$ cat config.mk
export PLATFORM = sky130hd
export DESIGN_NAME = class_preserving_char_sort
export DESIGN_NICKNAME = d
export VERILOG_FILES = /design/src/rtl/core/cpcs_pkg.sv /design/src/rtl/core/class_preserving_char_sort.sv
export VERILOG_INCLUDE_DIRS = /design/src /design/src/rtl/core
export SDC_FILE = /design/constraint.sdc
export NUM_CORES = 1
export LEC_CHECK = 0
export ABC_AREA = 1
export BUFFER_PORTS_ARGS = -buffer_cell sky130_fd_sc_hd__buf_4
export CAP_MARGIN = 30
export CORE_AREA = 2 2 380 382
export DETAILED_ROUTE_END_ITERATION = 7
export DIE_AREA = 0 0 382 384
export PLACE_DENSITY_LB_ADDON = 0.25
export SETUP_SLACK_MARGIN = 0.2
export SYNTH_ARGS = -nofsm -noshare
export SYNTH_HDL_FRONTEND = slang
export SYNTH_SLANG_ARGS = --single-unit
$ cat constraint.sdc
create_clock -name aclk -period 5.44 [get_ports aclk]
set_input_delay 1.36 -clock aclk [delete_from_list [all_inputs] [get_ports aclk]]
set_output_delay 1.36 -clock aclk [all_outputs]
set_load 0.05 [all_outputs]
$ cat src/rtl/core/assert_macros.svh
// ----------------------------------------------------------------------------
// Assertion macros
// Shared concurrent assertion forms for the RTL.
// ----------------------------------------------------------------------------
`ifndef ASSERT_MACROS_SVH
`define ASSERT_MACROS_SVH

// The consequent holds in the same cycle as the antecedent.
`define ASSERT_IMP(lbl, clk, rstn, ante, cons) \
    lbl: assert property (@(posedge clk) disable iff (!(rstn)) (ante) |-> (cons)) \
        else $error("Assertion failed: same-cycle implication.");

// The consequent holds in the cycle after the antecedent.
`define ASSERT_NEXT(lbl, clk, rstn, ante, cons) \
    lbl: assert property (@(posedge clk) disable iff (!(rstn)) (ante) |=> (cons)) \
        else $error("Assertion failed: next-cycle implication.");

`endif

$ cat src/rtl/core/cpcs_pkg.sv
// ----------------------------------------------------------------------------
// cpcs_pkg
// Types, constants and character classification for the character sorter.
// ----------------------------------------------------------------------------
`default_nettype none

package cpcs_pkg;

    localparam int STORE_DEPTH = 64;
    localparam int ADDR_W      = 6;
    localparam int LEN_W       = 7;
    localparam int NUM_BINS    = 62;
    localparam int BIN_W       = 6;
    localparam int CNT_W       = 7;
    localparam int DIGIT_BINS  = 10;
    localparam int LETTER_BINS = 52;
    localparam int DCUR_W      = 4;
    localparam int LCUR_W      = 6;

    localparam logic [7:0] DIGIT0  = 8'd48;
    localparam logic [7:0] DIGIT9  = 8'd57;
    localparam logic [7:0] CHAR_LA = 8'd97;
    localparam logic [7:0] CHAR_LZ = 8'd122;
    localparam logic [7:0] CHAR_UA = 8'd65;
    localparam logic [7:0] CHAR_UZ = 8'd90;

    typedef struct packed {
        logic             hit;
        logic [BIN_W-1:0] bin;
    } bin_sel_t;

    // Digits map to bins 0..9, letters to 10..61 in the order a,A,b,B,...,z,Z.
    function automatic bin_sel_t bin_of(input logic [7:0] c);
        bin_sel_t   sel;
        logic [7:0] off;
        sel.hit = 1'b0;
        sel.bin = '0;
        off     = '0;
        if (c inside {[DIGIT0:DIGIT9]}) begin
            off     = c - DIGIT0;
            sel.hit = 1'b1;
            sel.bin = off[BIN_W-1:0];
        end else if (c inside {[CHAR_LA:CHAR_LZ]}) begin
            off     = c - CHAR_LA;
            sel.hit = 1'b1;
            sel.bin = BIN_W'(DIGIT_BINS) + {off[4:0], 1'b0};
        end else if (c inside {[CHAR_UA:CHAR_UZ]}) begin
            off     = c - CHAR_UA;
            sel.hit = 1'b1;
            sel.bin = BIN_W'(DIGIT_BINS) + {off[4:0], 1'b1};
        end
        return sel;
    endfunction

    function automatic logic [7:0] letter_of(input logic [LCUR_W-1:0] idx);
        logic [7:0] base;
        base = idx[0] ? CHAR_UA : CHAR_LA;
        return base + {3'b000, idx[LCUR_W-1:1]};
    endfunction

endpackage

`default_nettype wire

$ cat src/rtl/core/class_preserving_char_sort.sv
// ----------------------------------------------------------------------------
// class_preserving_char_sort
// Sorts the digits and the letters of a string within their own positions.
// ----------------------------------------------------------------------------
// Usage: a string enters on the s_ channel one byte per request, with s_tlast
// on its final byte. Up to MAX_LEN bytes are kept; later bytes are dropped, but
// a tlast on them still ends the string. Then the string leaves on the m_
// channel at the same length: digit positions carry the digits in ascending
// order, letter positions the letters in the order a,A,b,B,...,z,Z, and every
// other byte stays in place. m_tlast marks the final byte.
// Loading takes each byte that is neither letter nor digit directly; a letter
// or digit also goes through a read-modify-write of the count memory. For each
// byte, emission reads the store and classifies the byte; for a digit or a
// letter, the digit or letter cursor reads count-memory bins and moves past each
// bin whose count is used up (at most 62 bins per string). Emission begins once
// the final request has been taken.
// s_tready is low while a string is emitted. The m_ side has an output
// register, so a stall there holds the pending byte and pauses emission only.
// Reset empties the string and clears all counts.
// ----------------------------------------------------------------------------
`default_nettype none

`include "assert_macros.svh"

module class_preserving_char_sort
    import cpcs_pkg::*;
#(
    parameter int MAX_LEN = 64
) (
    input  wire logic       aclk,
    input  wire logic       aresetn,
    input  wire logic       s_tvalid,
    output logic            s_tready,
    input  wire logic [7:0] s_tdata,   // [7:0] in_char
    input  wire logic       s_tlast,
    output logic            m_tvalid,
    input  wire logic       m_tready,
    output logic [7:0]      m_tdata,   // [7:0] out_char
    output logic            m_tlast
);

    localparam logic [LEN_W-1:0] MAX_LEN_L = LEN_W'(MAX_LEN);

    localparam logic [2:0] ST_LOAD = 3'd0;
    localparam logic [2:0] ST_INC  = 3'd1;
    localparam logic [2:0] ST_RDB  = 3'd2;
    localparam logic [2:0] ST_CLS  = 3'd3;
    localparam logic [2:0] ST_CNT  = 3'd4;

    logic [7:0]       byte_mem [STORE_DEPTH];
    logic [CNT_W-1:0] cnt_mem  [NUM_BINS];

    logic [2:0]        state_reg, state_next;
    logic [LEN_W-1:0]  len_reg, len_next;
    logic [ADDR_W-1:0] pos_reg, pos_next;
    logic              lastp_reg, lastp_next;
    logic [NUM_BINS-1:0] valid_reg, valid_next;
    logic [DCUR_W-1:0] dcur_reg, dcur_next;
    logic [LCUR_W-1:0] lcur_reg, lcur_next;
    logic              dheld_reg, dheld_next;
    logic              lheld_reg, lheld_next;
    logic              cnt_vld_reg, cnt_vld_next;
    logic              m_tvalid_reg, m_tvalid_next;

    logic [BIN_W-1:0]  inc_bin_reg, inc_bin_next;
    logic [CNT_W-1:0]  dcnt_reg, dcnt_next;
    logic [CNT_W-1:0]  lcnt_reg, lcnt_next;
    logic [7:0]        m_tdata_reg, m_tdata_next;
    logic              m_tlast_reg, m_tlast_next;
    logic [7:0]        byte_rd_reg;
    logic [CNT_W-1:0]  cnt_rd_reg;

    logic              byte_we, byte_re, cnt_we, cnt_re;
    logic [BIN_W-1:0]  cnt_raddr;
    logic [CNT_W-1:0]  cnt_val;
    bin_sel_t          in_sel, st_sel;
    logic              st_digit, st_letter, out_free, emit, emit_last;
    logic [7:0]        emit_char;

    assign in_sel    = bin_of(s_tdata);
    assign st_sel    = bin_of(byte_rd_reg);
    assign st_digit  = st_sel.hit && (st_sel.bin < BIN_W'(DIGIT_BINS));
    assign st_letter = st_sel.hit && !st_digit;
    assign cnt_val   = cnt_vld_reg ? cnt_rd_reg : '0;
    assign out_free  = !m_tvalid_reg || m_tready;
    assign emit_last = ({1'b0, pos_reg} + LEN_W'(1)) == len_reg;

    assign s_tready = (state_reg == ST_LOAD);
    assign m_tvalid = m_tvalid_reg;
    assign m_tdata  = m_tdata_reg;
    assign m_tlast  = m_tlast_reg;

    always_comb begin
        state_next    = state_reg;
        len_next      = len_reg;
        pos_next      = pos_reg;
        lastp_next    = lastp_reg;
        valid_next    = valid_reg;
        dcur_next     = dcur_reg;
        lcur_next     = lcur_reg;
        dheld_next    = dheld_reg;
        lheld_next    = lheld_reg;
        cnt_vld_next  = cnt_vld_reg;
        m_tvalid_next = m_tvalid_reg && !m_tready;
        inc_bin_next  = inc_bin_reg;
        dcnt_next     = dcnt_reg;
        lcnt_next     = lcnt_reg;
        m_tdata_next  = m_tdata_reg;
        m_tlast_next  = m_tlast_reg;
        byte_we       = 1'b0;
        byte_re       = 1'b0;
        cnt_we        = 1'b0;
        cnt_re        = 1'b0;
        cnt_raddr     = in_sel.bin;
        emit          = 1'b0;
        emit_char     = byte_rd_reg;

        case (state_reg)
            ST_LOAD: begin
                if (s_tvalid) begin
                    if (len_reg < MAX_LEN_L) begin
                        byte_we  = 1'b1;
                        len_next = len_reg + LEN_W'(1);
                    end
                    if ((len_reg < MAX_LEN_L) && in_sel.hit) begin
                        cnt_re       = 1'b1;
                        cnt_raddr    = in_sel.bin;
                        inc_bin_next = in_sel.bin;
                        lastp_next   = s_tlast;
                        state_next   = ST_INC;
                    end else if (s_tlast) begin
                        state_next = ST_RDB;
                    end
                end
            end
            ST_INC: begin
                cnt_we                  = 1'b1;
                valid_next[inc_bin_reg] = 1'b1;
                state_next              = lastp_reg ? ST_RDB : ST_LOAD;
            end
            ST_RDB: begin
                byte_re    = 1'b1;
                state_next = ST_CLS;
            end
            ST_CLS: begin
                if (st_digit) begin
                    if (dheld_reg && (dcnt_reg != '0)) begin
                        emit_char = DIGIT0 + 8'(dcur_reg);
                        if (out_free) begin
                            emit      = 1'b1;
                            dcnt_next = dcnt_reg - CNT_W'(1);
                        end
                    end else if (dheld_reg) begin
                        dcur_next  = dcur_reg + DCUR_W'(1);
                        dheld_next = 1'b0;
                    end else begin
                        cnt_re     = 1'b1;
                        cnt_raddr  = BIN_W'(dcur_reg);
                        state_next = ST_CNT;
                    end
                end else if (st_letter) begin
                    if (lheld_reg && (lcnt_reg != '0)) begin
                        emit_char = letter_of(lcur_reg);
                        if (out_free) begin
                            emit      = 1'b1;
                            lcnt_next = lcnt_reg - CNT_W'(1);
                        end
                    end else if (lheld_reg) begin
                        lcur_next  = lcur_reg + LCUR_W'(1);
                        lheld_next = 1'b0;
                    end else begin
                        cnt_re     = 1'b1;
                        cnt_raddr  = BIN_W'(DIGIT_BINS) + lcur_reg;
                        state_next = ST_CNT;
                    end
                end else begin
                    emit = out_free;
                end
            end
            ST_CNT: begin
                if (st_digit) begin
                    dcnt_next  = cnt_val;
                    dheld_next = 1'b1;
                end else begin
                    lcnt_next  = cnt_val;
                    lheld_next = 1'b1;
                end
                state_next = ST_CLS;
            end
            default: begin
                state_next = ST_LOAD;
            end
        endcase

        if (cnt_re) begin
            cnt_vld_next = valid_reg[cnt_raddr];
        end

        if (emit) begin
            m_tvalid_next = 1'b1;
            m_tdata_next  = emit_char;
            m_tlast_next  = emit_last;
            if (emit_last) begin
                len_next   = '0;
                pos_next   = '0;
                dcur_next  = '0;
                lcur_next  = '0;
                dheld_next = 1'b0;
                lheld_next = 1'b0;
                valid_next = '0;
                state_next = ST_LOAD;
            end else begin
                pos_next   = pos_reg + ADDR_W'(1);
                state_next = ST_RDB;
            end
        end
    end

    always_ff @(posedge aclk) begin
        if (!aresetn) begin
            state_reg    <= ST_LOAD;
            len_reg      <= '0;
            pos_reg      <= '0;
            lastp_reg    <= 1'b0;
            valid_reg    <= '0;
            dcur_reg     <= '0;
            lcur_reg     <= '0;
            dheld_reg    <= 1'b0;
            lheld_reg    <= 1'b0;
            cnt_vld_reg  <= 1'b0;
            m_tvalid_reg <= 1'b0;
        end else begin
            state_reg    <= state_next;
            len_reg      <= len_next;
            pos_reg      <= pos_next;
            lastp_reg    <= lastp_next;
            valid_reg    <= valid_next;
            dcur_reg     <= dcur_next;
            lcur_reg     <= lcur_next;
            dheld_reg    <= dheld_next;
            lheld_reg    <= lheld_next;
            cnt_vld_reg  <= cnt_vld_next;
            m_tvalid_reg <= m_tvalid_next;
        end
    end

    always_ff @(posedge aclk) begin
        inc_bin_reg <= inc_bin_next;
        dcnt_reg    <= dcnt_next;
        lcnt_reg    <= lcnt_next;
        m_tdata_reg <= m_tdata_next;
        m_tlast_reg <= m_tlast_next;
    end

    always_ff @(posedge aclk) begin
        if (byte_we) begin
            byte_mem[len_reg[ADDR_W-1:0]] <= s_tdata;
        end
        if (byte_re) begin
            byte_rd_reg <= byte_mem[pos_reg];
        end
    end

    always_ff @(posedge aclk) begin
        if (cnt_we) begin
            cnt_mem[inc_bin_reg] <= cnt_val + CNT_W'(1);
        end
        if (cnt_re) begin
            cnt_rd_reg <= cnt_mem[cnt_raddr];
        end
    end

    `ASSERT_IMP(a_len_bound, aclk, aresetn, 1'b1, len_reg <= MAX_LEN_L)
    `ASSERT_IMP(a_dcur_bound, aclk, aresetn, 1'b1, dcur_reg < DCUR_W'(DIGIT_BINS))
    `ASSERT_IMP(a_lcur_bound, aclk, aresetn, 1'b1, lcur_reg < LCUR_W'(LETTER_BINS))
    `ASSERT_IMP(a_pos_in_string, aclk, aresetn,
        (state_reg == ST_RDB) || (state_reg == ST_CLS) || (state_reg == ST_CNT),
        {1'b0, pos_reg} < len_reg)
    `ASSERT_NEXT(a_last_starts_emit, aclk, aresetn,
        s_tvalid && s_tready && s_tlast, state_reg != ST_LOAD)

endmodule

`default_nettype wire

# == Word-level counts from Yosys, hierarchy flattened ==
# Memory sizes are Yosys's and may differ from the RTL's. A register that Yosys moved wholly into a read port is not among the register bits.
# Index checks and enable logic that the tools add are counted.
# Widths: inputs -> output; s select.
# op_classes
add_sub_neg,21
order_cmp,17
eq_ne,20
n_mux,108
bitwise_logic,1
n_reduce_logical,26
# ops
cell,n
$mux 62,3
$mux 7,21
$mux 6,16
$or 62x62->62,1
$mux 8,5
$mux 1,37
$ge 8x7->1 const B,4
$le 8x7->1 const B,4
$add 4x6->6 const A,5
$mux 3,10
$pmux 7 s2,2
$mux 4,6
$ne 4x4->1 const B,5
$sub 5x1->5 const B,4
$ge 8x6->1 const B,2
$le 8x6->1 const B,2
$ne 2x2->1 const B,8
$add 7x1->7 const B,2
$lt 6x7->1 const B,2
$reduce_bool 7->1,2
$sub 7x1->7 const B,2
$logic_and 1x1->1,13
$add 6x1->6 const B,2
$pmux 3 s4,1
other kinds (27),34
# word_totals
reg_bits,122
ramBits,946
out_inout_bits,11
elab_cells,211
mem_count,2
# memory_table
name,depth,word_bits,read_ports,rd_clocked_by_memory_dff,wr,line_no,source
byte_mem,64,8,1,1,1,class_preserving_char_sort.sv:50,logic [7:0] byte_mem [STORE_DEPTH];
cnt_mem,62,7,1,1,1,class_preserving_char_sort.sv:51,logic [CNT_W-1:0] cnt_mem [NUM_BINS];

# == Depth between registers and ports, before layout ==
# Gate-level depths: netlist (run 1).
# logic_depth
ltp_word,14
depth_mapped,30

# == Worst setup path before layout (run 1) ==
# OpenSTA, ideal clock, no wires.
# synth_timing
path_type,flip-flop to flip-flop
from,reg cnt_vld_reg
to,mem cnt_mem[0][6] (data pin)
setup_time_ns,0.525
t_arrival_ns,3.688
path_slack_ns,1.227
stages_incl_launch_ff,9
path_buffers,1
period_less_slack_ns,4.213
path_cell_list,dfxtp_1 -> clkbuf_1 -> nand2_1 -> inv_1 -> ha_1 -> inv_1 -> nor3_1 -> nand3_1 -> xor2_1
# synth_between
elab_chain_len,2
# synth_lines
element,line_no,source
start: declaration,class_preserving_char_sort.sv:62,"logic cnt_vld_reg, cnt_vld_next;"
start signal: assignment,class_preserving_char_sort.sv:242,cnt_vld_reg <= cnt_vld_next;
$mux 7,class_preserving_char_sort.sv:84,assign cnt_val = cnt_vld_reg ? cnt_rd_reg : '0;
$add 7x1->7,class_preserving_char_sort.sv:266,cnt_mem[inc_bin_reg] <= cnt_val + CNT_W'(1);
end: declaration,class_preserving_char_sort.sv:51,
# No other way between the ends.

# == Final worst setup path (run 1) ==
# layout_timing
from,in s_tdata[1]
to,reg cnt_rd_reg[4] (read register of cnt_mem) (data pin)
# layout_between
elab_chain_len,10
# layout_lines
element,line_no,source
start: declaration,class_preserving_char_sort.sv:34,"input wire logic [7:0] s_tdata,"
"$sub 5x1->5, or another cell as far along","cpcs_pkg.sv:44, cpcs_pkg.sv:48",
$add 4x6->6 / $logic_and 1x1->1 (equally long branches),"cpcs_pkg.sv:50, cpcs_pkg.sv:47",
$mux 7,cpcs_pkg.sv:47,end else if (c inside {[CHAR_UA:CHAR_UZ]}) begin
$mux 7,cpcs_pkg.sv:43,end else if (c inside {[CHAR_LA:CHAR_LZ]}) begin
$mux 7 (*),cpcs_pkg.sv:39,if (c inside {[DIGIT0:DIGIT9]}) begin
$mux 6,class_preserving_char_sort.sv:168,end else if (lheld_reg) begin
$mux 6,class_preserving_char_sort.sv:162,if (lheld_reg && (lcnt_reg != '0)) begin
$mux 6,class_preserving_char_sort.sv:161,end else if (st_letter) begin
$mux 6,class_preserving_char_sort.sv:146,if (st_digit) begin
$mux 6,-,
end: declaration,class_preserving_char_sort.sv:71,logic [CNT_W-1:0] cnt_rd_reg;
# Mark *: on every way between the ends. The rest lies on a longest branch, timed or not.
# A chain may end at the register's enable or synchronous reset.

==> results of run 1 <==
-- kinds of logic (layout without fill, tap and decap cells) --
logic type | Yosys count | after routing | share of synthesized area (%)
flops | 1083 | 1083 | 69.5
mux | 1 | 1 | 0.0220
fa+ha+maj | 25 | 25 | 0.688
simple gates | 1525 | 1525 | 13.9
xor+xnor | 35 | 35 | 0.675
compound gates | 871 | 871 | 10.9
buf+inv | 445 | 544 | 4.28
other cells | 0 | 1 | 0
-- routing by layer --
layer	up-vias	routed length (um)	track usage (%)	part of all wire (%)
met5	-	0	0	0
met4	0	2620	4.78	2.0
met3	165	7970	2.73	6.1
met2	891	58900	26.9	45
met1	15153	61500	25.9	47
li1	14176	-	-	-
-- placed cells by master (no fill, tap or decap), types with 12 or more instances in the layout --
| cell type | netlist | layout |
|---|---|---|
| dfxtp_1 | 93 | 90 |
| nand3_1 | 204 | 204 |
| o21ai_1 | 58 | 58 |
| a31oi_1 | 12 | 12 |
| a21oi_1 | 70 | 68 |
| edfxtp_1 | 990 | 990 |
| nand2_1 | 453 | 451 |
| clkbuf_1 | 133 | 22 |
| o22ai_1 | 156 | 156 |
| nand3b_1 | 20 | 20 |
| o21ai_0 | 444 | 444 |
| clkinv_2 | 0 | 24 |
| nor3_1 | 32 | 32 |
| buf_12 | 0 | 16 |
| xor2_1 | 26 | 23 |
| clkinv_1 | 1 | 27 |
| clkbuf_16 | 0 | 114 |
| or2_1 | 28 | 28 |
| nor2_1 | 747 | 745 |
| o211ai_1 | 68 | 68 |
| ha_1 | 25 | 24 |
| o221ai_1 | 35 | 35 |
| inv_1 | 212 | 210 |
| buf_4 | 20 | 89 |
-- power by group through the flow --
stage / Sequential [W] / Combinational, W / Clock, W
6_report: 0.00971 / 0.00464 / 0.00776
5_1_grt: 0.00972 / 0.00508 / 0.00822
4_1_cts: 0.00971 / 0.00463 / 0.00788
3_5_place_dp: 0.00989 / 0.00462 / 0
3_3_place_gp: 0.00989 / 0.00458 / 0
2_1_floorplan: 0.00984 / 0.00284 / 0
-- stage by stage --
step | power, W | instances | setup WS, ns
3_5_place_dp | 0.0145 | 5771 | 0.246
4_1_cts | 0.0222 | 5986 | 1.08
6_report | 0.0221 | 5988 | 1.01
5_1_grt | 0.0230 | 5987 | 0.726
2_1_floorplan | 0.0127 | 3985 | 1.23
3_3_place_gp | 0.0145 | 5766 | 0.271
-- how the worst min path moves through the flow --
stage	from	end	slack, ns	cells past startpoint
floorplan	valid_reg[13]	valid_reg[13]	0.45	2
detailed placement	valid_reg[27]	valid_reg[27]	0.46	2
global route	valid_reg[41]	valid_reg[41]	0.51	2
global placement	valid_reg[13]	valid_reg[13]	0.45	2
CTS	valid_reg[55]	valid_reg[55]	0.48	2
finish	valid_reg[7]	valid_reg[7]	0.47	2
-- cell type report --
type                            count  area [um2]
Antenna cell                        1        2.50
Sequential cell                  1083       31600
Clock buffer                      140        2990
Multi-Input combinational cell   2457       12000
Clock inverter                     75         732
Inverter                          222         846
Timing Repair Buffer              107        1020
Tap cell                         1903        2380
Fill cell                       13939       91200
-- worst max-delay path, cell delays in order --
cell and delay, ns:
buf_4 0.12, buf_4 0.40, nand2_1 0.11, nor2_1 0.15, nand3_1 0.09, nand2_1 0.06, nand2_1 0.07, nand3_1 0.13
nand3_1 0.10, nand2_1 0.08, inv_1 0.04, nor2_1 0.18, nor2_4 0.08, nand2_8 0.10, buf_4 0.51, buf_4 0.33
nand2_1 0.07, a21oi_1 0.11, nor2_1 0.05, o21ai_0 0.28, nand3_1 0.19, nand3_1 0.21, nand2_1 0.08
==> metrics, run 1 <==
outcome complete, no violations; die width 382 um; Clock Skews 0.0923 ns; CTS H-Tree Depth 3; final number of setup-violating endpoints 0; RR Endpoint cnt_rd_reg[4]; Post-Layout Inst Area 0.0516 mm2; R2R depth 23; Int Pwr 0.0151 W; Final period util 81.5%; Reg2Reg Setup Slack 1.09 ns; total CTS buffers 114; drt wl/cell 21.9 um; Max Fanout on Critical Path 56; Avg Inst Size Synth 11.4 um2; ranking of synthesized cells by area edfxtp_1, nor2_1, o21ai_0, dfxtp_1, nand2_1; Worst R2R Start byte_rd_reg[0]; row count 139; top cell type's share of synthesized area 65.4%; initial antenna violation count 2; Total Wirelength 131000 um; # Post-CTS Setup Buffers 0; HP Class reg2reg; Psw 0.00699 W; Die H 384 um; Mapped Area 0.0454 mm2; Worst Tran Pin Value 1.04 ns; num ports 24; RD Place Congestion 0.836; largest net degree at the start of global routing 112; most common cell in the netlist edfxtp_1; worst skew pair latency 0.77 ns; Bufs on Longest Clock Path 3; Critical Path Source s_tdata[1]; Slew Viols, Final 0; Final HPWL DP 78900 um; Synth Register Bits 1083; Slew Limit Headroom 30.4%; Largest register FFs 512; Critical Path Sink cnt_rd_reg[4]; Synth area leader edfxtp_1; Power Dens Cells 428 mW/mm2; CTS clk-pin slew, worst paths 0.06 ns; CTS tree done; critical path data arrival time 4.95 ns; sw frac 31.6%; static leakage 17.5 nW; Seq pwr share 43.9%; vias in the first global route 29135; grt ovf 0; Ys Warns 0; Total GRT Usage 17.6%; first-pass GRT wire length 196000 um; syn nets 4023; layout cells sized above 1 7.93%; clock network fraction of total power 35.1%; Post-synth ARST share 0%; Worst Hold Slack 0.473 ns; Core ar. 0.143 mm2; Gate power share 21.0%; routed vias/inst 5.07; Post-synth EDFFs 990; Nets 4023; Iter 0 DRT Violations 2851; DR vias 30385; Peak supply drop 0.000281 V; Post-CTS Resized 0; Synth cell types 55; commonest register cell after synthesis edfxtp_1; final setup TNS 0 ns; Max Cap Violations 0; crit path kind in2reg; cts hold-fix bufs 0; Root Driver clkbuf_16; RSZ-0062 raised after global routing false; Area Overhead vs Synth 13.6%; Fmax achieved 0.225 GHz; Final Critical Period 4.43 ns; CP endpoint kind flip-flop; Starting Density 31.8%; die area 0.147 mm2; top cells by count, synth edfxtp_1, nor2_1, nand2_1; Final Hold Viols 0; final core occ 36.1%; port bufs 23; drt drc 0; DRT antenna net count 0; crit path launch type primary input; Initial DRT Pass Iterations 6; Post-Synthesis Cells 3985; sequential share of the synthesized area 69.5%; CTS Sinks 1083; Worst Path Required 5.96 ns; Placed Area 0.0479 mm2
Power figures use the tool's default switching activity.
==> inputs of run 2 (changes only) <==
==> constraint.sdc (replaced) <==
create_clock -name aclk -period 4.25 [get_ports aclk]
set_input_delay 1.0625 -clock aclk [delete_from_list [all_inputs] [get_ports aclk]]
set_output_delay 1.0625 -clock aclk [all_outputs]
set_load 0.05 [all_outputs]
==> run 2 against run 1 <==
Net effect:
- cell area increased by 2.4%
- wire length increased by 0.90%
- power increased by 29%
- non-clock buffer count increased by 133
- sequential share of layout area decreased by 1.4 points
- global-route usage about the same
- cell count increased by 2.2%
- worst setup slack got worse by 0.55 ns
- die area unchanged
- sequential cell count unchanged
- register-to-register slack got worse by 0.63 ns
- critical endpoint is now cnt_rd_reg[3]
==> metrics, run 2 (synthesized netlist as in run 1, its figures left out) <==
outcome complete, no violations; most frequent cells in the layout edfxtp_1, nor2_1, nand2_1; CP endpoint kind flip-flop; num ports 24 (unchanged); Iter 0 DRT Violations 3263 (+14%); HP Class reg2reg; Final Hold Viols 0 (unchanged); Max Fanout on Critical Path 26 (-54%); critical path data arrival time 4.29 ns (-0.66 ns); final number of setup-violating endpoints 0 (unchanged); Nets 4156 (+3.3%); CTS H-Tree Depth 3 (unchanged); static leakage 18.2 nW (+4.3%); Largest register FFs 512 (unchanged); largest net degree at the start of global routing 83 (-26%); Bufs on Longest Clock Path 3 (unchanged); die width 382 um (unchanged); Max Cap Violations 0 (unchanged); Starting Density 31.8% (unchanged); CTS Sinks 1083 (unchanged); RD Place Congestion 0.836 (about the same); drt drc 0 (unchanged); Area Overhead vs Synth 16.3%; Peak supply drop 0.000364 V (+29%); port bufs 23 (unchanged); CP max stage delay 0.38 ns (-0.13 ns); Total Wirelength 132000 um (+0.90%); Initial DRT Pass Iterations 6 (unchanged); Final Critical Period 3.79 ns; CP dominant cell by count nand2_1; DRT antenna net count 0 (unchanged); leading cell type in the layout, fill and taps excluded edfxtp_1; Post-Layout Inst Area 0.0528 mm2 (+2.4%); Placement Setup Slack -0.0858 ns (-0.332 ns); Final period util 89.2%; Worst path top cell family by delay simple AND/OR/NAND/NOR gates; Crit-path slowest cell edfxtp_1; final worst-path setup slack 0.460 ns (-0.546 ns); CTS tree done; total power 0.0286 W (+29%); Clock Skews 0.0612 ns (-0.0311 ns); Root Driver clkbuf_16; Worst Tran Pin Value 0.990 ns (-0.0507 ns); Core ar. 0.143 mm2 (unchanged); Power Dens Cells 541 mW/mm2 (+26%); routed vias/inst 5.03 (-0.78%); diode count 0 (-1); vias in the first global route 29670 (+1.8%); DR vias 30814 (+1.4%); cts hold-fix bufs 0 (unchanged); total CTS buffers 114 (unchanged); Slew Limit Headroom 33.8% (+3.4 points); layout cells sized above 1 10.7% (+2.8 points); crit path launch type flip-flop; row count 139 (unchanged); RSZ-0062 raised after global routing false; Placed Area 0.0491 mm2 (+2.6%); Worst Path Required 4.75 ns (-1.21 ns); CTS clk-pin slew, worst paths 0.06 ns (about the same); Total GRT Usage 17.7% (+0.041 points); Final HPWL DP 81100 um (+2.7%); worst skew pair latency 0.75 ns (-0.02 ns); # fillers 13918 (-0.15%); Slew Viols, Final 0 (unchanged); Fmax achieved 0.264 GHz; drt wl/cell 21.6 um (-1.3%); Die H 384 um (unchanged); grt ovf 0 (unchanged); initial antenna violation count 7 (+5); crit path kind reg2reg; die area 0.147 mm2 (unchanged); critical path buffer and inverter count 7 (+2); first-pass GRT wire length 195000 um (-0.19%)
[run 2: through the flow]
stage | utilization, % | TNS, ns | hold WS (ns) | cells
3_5_place_dp | 34.4 | -0.252 | 0.463 | 5902
4_1_cts | 37.0 | 0 | 0.477 | 6117
2_1_floorplan | - | 0 | 0.446 | 3985
6_report | 37.0 | 0 | 0.475 | 6120
3_3_place_gp | 34.4 | -0.672 | 0.453 | 5902
5_1_grt | 37.0 | 0 | 0.494 | 6120
[run 2: worst register-to-register path, stage by stage, from the launching register on]
cell and delay (ns):
edfxtp_1 0.38, inv_1 0.16, ha_2 0.25, inv_1 0.05
nand2_1 0.09, nand3_1 0.13, a21boi_1 0.18, nor2_1 0.06
nand2_1 0.09, nand2_2 0.08, nand3_1 0.13, nand2_2 0.16
inv_2 0.16, nand3_4 0.12, nand2_8 0.21, inv_6 0.08
buf_12 0.17, buf_12 0.17, nor2_1 0.08, o22ai_1 0.09
buf_4 0.15, nand2_1 0.05, nand3_1 0.17, nand3_1 0.20
nand2_1 0.07, nand2_1 0.07, nand2_1 0.05
[run 2: timing repair]
item,in CTS,in global routing
gates resized for setup,0,5
buffers inserted,0,2
setup endpoints to repair,0,8
[run 2: path summary, 6_finish.rpt]
kind | startpoint | endpoint | slack [ns] | cells past startpoint
max | byte_rd_reg[1] | cnt_rd_reg[3] | 0.46 | 26
min | valid_reg[41] | valid_reg[41] | 0.48 | 2
max reg2reg | byte_rd_reg[1] | cnt_rd_reg[3] | 0.46 | 26
min reg2reg | valid_reg[41] | valid_reg[41] | 0.48 | 2
[run 2: per-layer routing]
metal  global-route usage, %  vias up  wire, um
met3                    2.44      172      7860
met5                       0        -         0
met1                    25.6    15309     61600
met2                    27.6      880     60000
met4                    4.85        0      2760
li1                        -    14453         -
[run 2: layout make-up]
type	instances	area (um2)	area share [%]
sequential	1083	31600	59.8
inverter	222	848	1.61
tap	1903	2380	4.51
clock buffer	171	3240	6.13
timing repair buffer	240	2310	4.38
multi-input combinational	2457	12000	22.8
clock inverter	44	429	0.812
[run 2: power breakdown]
part | switching [W] | internal (W)
clock | 0.00427 | 0.00552
combinational | 0.00446 | 0.00193
sequential | 0.000203 | 0.0122
total | 0.00893 | 0.0197
